$ cat src/rtl/core/tmbg_pkg.sv
// Shared widths, register indexes and scaling constants of the battery gauge.
package tmbg_pkg;

	localparam int SAMPLE_W  = 12;
	localparam int GAIN_W    = 12;
	localparam int OFFSET_W  = 24;
	localparam int PCT_W     = 7;
	localparam int CFG_IDX_W = 8;
	localparam int CFG_DATA_W = 24;

	localparam int S_TDATA_W = 16;
	localparam int M_TDATA_W = 24;

	localparam logic [GAIN_W-1:0]   GAIN_RESET   = GAIN_W'(660);
	localparam logic [OFFSET_W-1:0] OFFSET_RESET = OFFSET_W'(1310400);

	// numerator = gain * average - offset, two's complement
	localparam int PRODUCT_W = GAIN_W + SAMPLE_W;
	localparam int NUM_W     = PRODUCT_W + 1;

	// percent = floor(n / 4095) for 0 < n < 409500, by reciprocal multiply
	localparam int    FULL_SCALE_NUM = 409500;
	localparam int    CODE_SPAN      = 4095;
	localparam int    PCT_PCT_MAX    = 100;
	localparam int    PCT_NUM_W      = 19;
	localparam int    PCT_SHIFT      = PCT_NUM_W + 12 + 1;
	localparam longint PCT_RECIP     = ((longint'(1) << PCT_SHIFT) + CODE_SPAN - 1) / CODE_SPAN;
	localparam int    PCT_RECIP_W    = 21;
	localparam int    PCT_PROD_W     = PCT_NUM_W + PCT_RECIP_W;

	typedef enum logic [CFG_IDX_W-1:0] {
		REG_PERCENT_GAIN   = CFG_IDX_W'(0),
		REG_PERCENT_OFFSET = CFG_IDX_W'(1)
	} cfg_reg_t;

endpackage

$ cat src/rtl/core/trimmed_mean_battery_gauge.sv
// Top level of the trimmed-mean battery gauge.
// Takes one 12-bit sample per cycle. Every SAMPLE_COUNT samples it drops the
// minimum and maximum, averages the rest and maps the average to a 0..100
// percentage. After the burst's last sample the result passes through registers for
// the trimmed sum, reciprocal divide, gain/offset, and percent divide and clamp. The
// input stalls only on a burst's last sample while the result pipeline is full
// behind a held output.
module trimmed_mean_battery_gauge import tmbg_pkg::*; #(
	parameter int SAMPLE_COUNT = 32
) (
	input  logic                  clk,
	input  logic                  arst_n,
	input  logic                  s_tvalid,
	output logic                  s_tready,
	input  logic [S_TDATA_W-1:0]  s_tdata,   // [11:0] adc_sample
	output logic                  m_tvalid,
	input  logic                  m_tready,
	output logic [M_TDATA_W-1:0]  m_tdata,   // [11:0] average_code, [18:12] battery_percent
	input  logic                  cfg_valid,
	output logic                  cfg_ready,
	input  logic [CFG_IDX_W-1:0]  cfg_index,
	input  logic [CFG_DATA_W-1:0] cfg_data
);

	localparam int     SUM_W      = SAMPLE_W + $clog2(SAMPLE_COUNT);
	localparam longint DIV        = longint'(SAMPLE_COUNT - 2);
	localparam int     DIV_SHIFT  = SUM_W + $clog2(SAMPLE_COUNT - 2) + 1;
	localparam longint DIV_RECIP  = ((longint'(1) << DIV_SHIFT) + DIV - 1) / DIV;
	localparam int     RECIP_W    = $clog2(DIV_RECIP + 1);
	localparam int     DPROD_W    = SUM_W + RECIP_W;

	logic [GAIN_W-1:0]   gain_q;
	logic [OFFSET_W-1:0] offset_q;

	logic                take;
	logic                at_last;
	logic [SUM_W-1:0]    trimmed;

	logic                v_s1, v_s2, v_s3, v_q;
	logic                free1, free2, free3, free_out;
	logic [SUM_W-1:0]    trim_s1;
	logic [SAMPLE_W-1:0] avg_s2, avg_s3, avg_q;
	logic [NUM_W-1:0]    num_s3;
	logic [PCT_W-1:0]    pct_q;

	logic [DPROD_W-1:0]    div_prod;
	logic [PRODUCT_W-1:0]  gain_prod;
	logic [NUM_W-1:0]      num_n;
	logic [PCT_PROD_W-1:0] pct_prod;
	logic                  num_low;
	logic                  num_full;
	logic [PCT_W-1:0]      pct_n;

	assign cfg_ready = 1'b1;

	always_ff @(posedge clk or negedge arst_n) begin
		if (!arst_n) begin
			gain_q   <= GAIN_RESET;
			offset_q <= OFFSET_RESET;
		end else if (cfg_valid) begin
			unique case (cfg_index)
				REG_PERCENT_GAIN:   gain_q   <= cfg_data[GAIN_W-1:0];
				REG_PERCENT_OFFSET: offset_q <= cfg_data[OFFSET_W-1:0];
				default: ;
			endcase
		end
	end

	assign free_out = !v_q || m_tready;
	assign free3    = !v_s3 || free_out;
	assign free2    = !v_s2 || free3;
	assign free1    = !v_s1 || free2;

	assign s_tready = !at_last || free1;
	assign take     = s_tvalid && s_tready;

	tmbg_accum #(
		.SAMPLE_COUNT(SAMPLE_COUNT)
	) u_accum (
		.clk     (clk),
		.arst_n  (arst_n),
		.take    (take),
		.sample  (s_tdata[SAMPLE_W-1:0]),
		.at_last (at_last),
		.trimmed (trimmed)
	);

	assign div_prod  = DPROD_W'(trim_s1) * DPROD_W'(DIV_RECIP);
	assign gain_prod = PRODUCT_W'(gain_q) * PRODUCT_W'(avg_s2);
	assign num_n     = NUM_W'(gain_prod) - NUM_W'(offset_q);

	assign num_low  = num_s3[NUM_W-1] || (num_s3 == '0);
	assign num_full = !num_s3[NUM_W-1] && (num_s3 >= NUM_W'(FULL_SCALE_NUM));
	assign pct_prod = PCT_PROD_W'(num_s3[PCT_NUM_W-1:0]) * PCT_PROD_W'(PCT_RECIP);

	always_comb begin
		priority if (num_low) begin
			pct_n = '0;
		end else if (num_full) begin
			pct_n = PCT_W'(PCT_PCT_MAX);
		end else begin
			pct_n = pct_prod[PCT_SHIFT +: PCT_W];
		end
	end

	always_ff @(posedge clk or negedge arst_n) begin
		if (!arst_n) begin
			v_s1 <= 1'b0;
			v_s2 <= 1'b0;
			v_s3 <= 1'b0;
			v_q  <= 1'b0;
		end else begin
			if (free1)    v_s1 <= take && at_last;
			if (free2)    v_s2 <= v_s1;
			if (free3)    v_s3 <= v_s2;
			if (free_out) v_q  <= v_s3;
		end
	end

	always_ff @(posedge clk) begin
		if (free1) begin
			trim_s1 <= trimmed;
		end
		if (free2) begin
			avg_s2 <= div_prod[DIV_SHIFT +: SAMPLE_W];
		end
		if (free3) begin
			avg_s3 <= avg_s2;
			num_s3 <= num_n;
		end
		if (free_out) begin
			avg_q <= avg_s3;
			pct_q <= pct_n;
		end
	end

	assign m_tvalid = v_q;
	assign m_tdata  = {(M_TDATA_W - SAMPLE_W - PCT_W)'(0), pct_q, avg_q};

`ifndef ASSERT_OFF
	a_stall_only_at_last: assert property (@(posedge clk) disable iff (!arst_n)
		!s_tready |-> at_last && v_s1 && v_s2 && v_s3 && v_q && !m_tready)
		else $error("input stalled without a full result pipeline");

	a_s1_from_last: assert property (@(posedge clk) disable iff (!arst_n)
		$rose(v_s1) |-> $past(take && at_last))
		else $error("result started without a burst's last sample");

	a_pct_range: assert property (@(posedge clk) disable iff (!arst_n)
		v_q |-> pct_q <= PCT_W'(PCT_PCT_MAX))
		else $error("battery percentage above full scale");
`endif

endmodule

$ cat src/rtl/core/tmbg_accum.sv
// Burst accumulator: running sum, minimum, maximum and trimmed sum of a burst.
module tmbg_accum import tmbg_pkg::*; #(
	parameter int SAMPLE_COUNT = 32,
	localparam int SUM_W = SAMPLE_W + $clog2(SAMPLE_COUNT),
	localparam int IDX_W = $clog2(SAMPLE_COUNT)
) (
	input  logic                clk,
	input  logic                arst_n,
	input  logic                take,
	input  logic [SAMPLE_W-1:0] sample,
	output logic                at_last,
	output logic [SUM_W-1:0]    trimmed
);

	logic [IDX_W-1:0]    idx_q;
	logic [SUM_W-1:0]    sum_q;
	logic [SAMPLE_W-1:0] min_q;
	logic [SAMPLE_W-1:0] max_q;

	logic [SUM_W-1:0]    sum_n;
	logic [SAMPLE_W-1:0] min_n;
	logic [SAMPLE_W-1:0] max_n;

	assign at_last = (idx_q == IDX_W'(SAMPLE_COUNT - 1));
	assign sum_n   = sum_q + SUM_W'(sample);
	assign min_n   = (sample < min_q) ? sample : min_q;
	assign max_n   = (sample > max_q) ? sample : max_q;
	assign trimmed = sum_n - SUM_W'(min_n) - SUM_W'(max_n);

	always_ff @(posedge clk or negedge arst_n) begin
		if (!arst_n) begin
			idx_q <= '0;
			sum_q <= '0;
			min_q <= '1;
			max_q <= '0;
		end else if (take) begin
			if (at_last) begin
				idx_q <= '0;
				sum_q <= '0;
				min_q <= '1;
				max_q <= '0;
			end else begin
				idx_q <= idx_q + IDX_W'(1);
				sum_q <= sum_n;
				min_q <= min_n;
				max_q <= max_n;
			end
		end
	end

`ifndef ASSERT_OFF
	a_min_le_max: assert property (@(posedge clk) disable iff (!arst_n)
		idx_q != '0 |-> min_q <= max_q)
		else $error("running minimum above running maximum inside a burst");

	a_burst_clears: assert property (@(posedge clk) disable iff (!arst_n)
		take && at_last |=> idx_q == '0 && sum_q == '0 && max_q == '0)
		else $error("accumulators not cleared after the last sample of a burst");
`endif

endmodule

$ cat config.mk
export PLATFORM = sky130hd
export DESIGN_NAME = trimmed_mean_battery_gauge
export DESIGN_NICKNAME = d
export VERILOG_FILES = /design/src/rtl/core/tmbg_pkg.sv /design/src/rtl/core/trimmed_mean_battery_gauge.sv /design/src/rtl/core/tmbg_accum.sv
export SDC_FILE = /design/constraint.sdc
export NUM_CORES = 1
export LEC_CHECK = 0
export ABC_AREA = 1
export BUFFER_PORTS_ARGS = -buffer_cell sky130_fd_sc_hd__buf_2
export CAP_MARGIN = 20
export CORE_MARGIN = 2
export CORE_UTILIZATION = 42
export CTS_BUF_LIST = sky130_fd_sc_hd__clkbuf_8
export CTS_CLUSTER_DIAMETER = 30
export DETAILED_ROUTE_END_ITERATION = 7
export GPL_ROUTABILITY_DRIVEN = 0
export PLACE_DENSITY_LB_ADDON = 0.05
export SETUP_SLACK_MARGIN = 0.02
export SLEW_MARGIN = 25
export SYNTH_ARGS = -nofsm -noshare
export SYNTH_HDL_FRONTEND = slang
export SYNTH_SLANG_ARGS = --single-unit
$ cat constraint.sdc
create_clock -name clk -period 5.9 [get_ports clk]
set_clock_uncertainty 0.2 [all_clocks]
set_input_delay 0.885 -clock clk [delete_from_list [all_inputs] [get_ports clk]]
set_output_delay 0.885 -clock clk [all_outputs]
set_load 0.02 [all_outputs]
==> flow_summary.ini <==
[timing]
tightest_slew_ns = 0.9423
min_period_ns = 5.474
timing.final.crit_share = 0.9278
finalMaxSlewViolations = 0
setup_ws_ns = 0.4257
rsz0062_at_grt = no
setup-tns-final_ns = 0
fmax_mhz = 182.7
setup_viol = 0
final_hold_viol_count = 0
slew_headroom = 0.3679

[synthesis]
yosysTopAreaCell = ha_1
yosys_register_bits = 171
synth_edf_count = 85
syn_area_mm2 = 0.01989
ys_top_cells_by_area = ha_1, fa_1, edfxtp_1
ys_types = 49
synth-warning-count = 0
ys.flop_type = edfxtp_1
syn_area_per_cell_um2 = 8.107
synth-async-reset-ratio = 0.5029
synth_top_area_frac = 0.1836
ys_seq_area_frac = 0.2382
syn_inst = 2454

[floorplanning]
io_pins = 80
die_h_um = 221.6
num_rows = 79
start_util = 0.4264
die_w_um = 221.6
dieArea_mm2 = 0.04912
design.core.area_mm2 = 0.04665

[worst_setup_path]
r2r-end = num_s3[24]
r2r-start = avg_s2[9]
crit_top_cell = fa_1
ff2ff_path_depth = 17
cp_slowest_cell = edfxtp_1
path_class = reg2reg
required_ns = 6.02
crit_chain = nand2_1 > fa_1 > inv_1 > fa_1 > fa_1 > fa_1 > inv_1 > fa_1 > inv_1 > ha_1 > nand2_1 > nor2_1 > nand4_1 > o21ai_2 > nand3_1 > nand3b_1 > nand2_1
r2r_slack_ns = 0.43
max_stage_delay_ns = 0.77
setup.worst_path.end_class = flip-flop
arrival_ns = 5.59
cp-start-kind = flip-flop
worstPathMaxFanout = 10

[clocking]
post_cts_resized = 0
cts_max_path_buffers = 2
cts.sinks = 171
cts_root_buf = clkbuf_8
clock_latency_ns = 0.55
numCtsBuffers = 17
post_cts_buffers = 0
cts_tree = done
htree_levels = 4
path_clk_slew_ns = 0.10

[cells_and_area]
synthToLayoutAreaGrowth_pct = 7.151
ff_latch_area_mm2 = 0.004740
diodes = 0
final_nets = 3037
n_fill_cell = 4812
drive_above_1_share = 0.07577
multi_input_area_mm2 = 0.01283

[grt]
antenna_found_initial = 0
track_usage = 0.2057
grt_pass1_vias = 15530
overflow = 0
grt_max_degree = 71
grt_pass1_wl_mm = 80.10

[place]
io_buffers = 69
detailed_place_hpwl_mm = 40.72
post-place-ws_ns = 0.4083

[drt]
antenna_left = 0
first_pass_iters = 5
vias_per_cell = 4.969
via_count = 15610
drt_iter0_markers = 644
drt-total-wl_mm = 48.65
wl_per_cell_um = 15.49
drc_errors = 0

[status]
outcome = finished, final reports clean

[worst_hold_path]
hold_path.class = reg2reg
hold_path_end = avg_q[8]
hold_start = avg_s3[8]
holdPathStages = 0

[flow_run]
cap_violations = 0
## worst max path at each step
| stage | slack [ns] | to | start |
|---|---|---|---|
| after floorplan | 0.74 | num_s3[21] | gain_q[4] |
| after global placement | 0.41 | num_s3[21] | avg_s2[11] |
| final | 0.43 | num_s3[24] | avg_s2[9] |
| after CTS | 0.39 | num_s3[21] | avg_s2[11] |
| after detailed placement | 0.41 | num_s3[21] | avg_s2[11] |
| after global routing | 0.09 | num_s3[23] | avg_s2[11] |
## Yosys cell counts, types with 18 or more instances
cell / number
nand2_1: 588
dfstp_2: 28
nor3_1: 22
fa_1: 170
xor2_1: 30
edfxtp_1: 85
xnor2_1: 18
a21oi_1: 101
o21ai_2: 22
nand3_1: 118
clkbuf_1: 28
o21ai_0: 65
ha_1: 292
inv_1: 550
dfrtp_1: 58
nor2_1: 116
## cell type report
type	count	area share
Inverter	550	0.09685
Timing Repair Buffer	95	0.02653
Multi-Input combinational cell	1687	0.6019
Clock buffer	20	0.01291
Clock inverter	11	0.003815
Sequential cell	171	0.2223
Tap cell	607	0.03563
## cells in the final DEF, fill, tap and decap left out, types with 3 or more instances in the layout
master      n
nand4_1    17
ha_1      292
buf_2      68
a31oi_1     5
nor3b_1     3
a22o_1      3
clkbuf_8   20
a21boi_0    6
nand2_4     3
o21ai_2    22
a21o_1     10
buf_4      25
xor2_1     30
nand2_2     6
nand2_1   588
xnor2_1    18
nor2_1    116
or2_2       5
nor4_1      9
a21oi_1   101
o21ai_1     9
fa_1      170
edfxtp_1   85
dfrtp_1    58
nand3_1   118
dfstp_2    28
and2_1     10
nand3b_1   10
conb_1      6
o22ai_1    17
inv_1     554
o21ai_0    65
o21bai_1    6
nor3_1     22
o21a_1      6
## cell families (layout without fill, tap and decap cells)
kind of cell             Yosys count  after routing  share of synthesized area
AND/OR/NAND/NOR                  917            917                     0.1935
buffers and inverters            600            676                     0.1175
adder cells (fa/ha/maj)          462            462                     0.3547
AO/OA/AOI/OAI                    254            254                    0.07453
flip-flops                       171            171                     0.2382
XOR/XNOR                          48             48                    0.02113
other                              2              6                  0.0003775
## critical path: cells and delay by family, from the launching register on
family	cells	cell delay, ns
buf+inv	3	0.15
flops	1	0.77
fa+ha+maj	6	3.00
simple gates	7	0.85
compound gates	1	0.28
## routing by layer
layer	routed length (um)	track usage
met2	25020	0.3661
met3	1166	0.02703
met4	978	0.06452
met1	21480	0.2587
met5	0	0
## what timing repair did
action | in CTS | in global routing
setup endpoints to repair | 0 | 0
hold buffers | 1 | 0
hold endpoints to repair | 5 | 0
## flip-flops by register name (all words and copies together) (netlist names), 17 cells and up
signal	count
trim_s1	17
offset_q	24
u_accum.sum_q	17
num_s3	25
## through the flow
step,instance area (um^2),std cells,util,hold WS [ns]
floorplan,19910,2458,-,0.2003
global placement,20920,3108,0.4485,0.2092
finish,21320,3141,0.4569,0.2264
detailed placement,20920,3108,0.4485,0.2052
global route,21320,3141,0.4569,0.2350
CTS,21290,3140,0.4563,0.2256
Power is not shown: default switching activity piles up to over one toggle a cycle in this logic, so the estimate is an artifact.
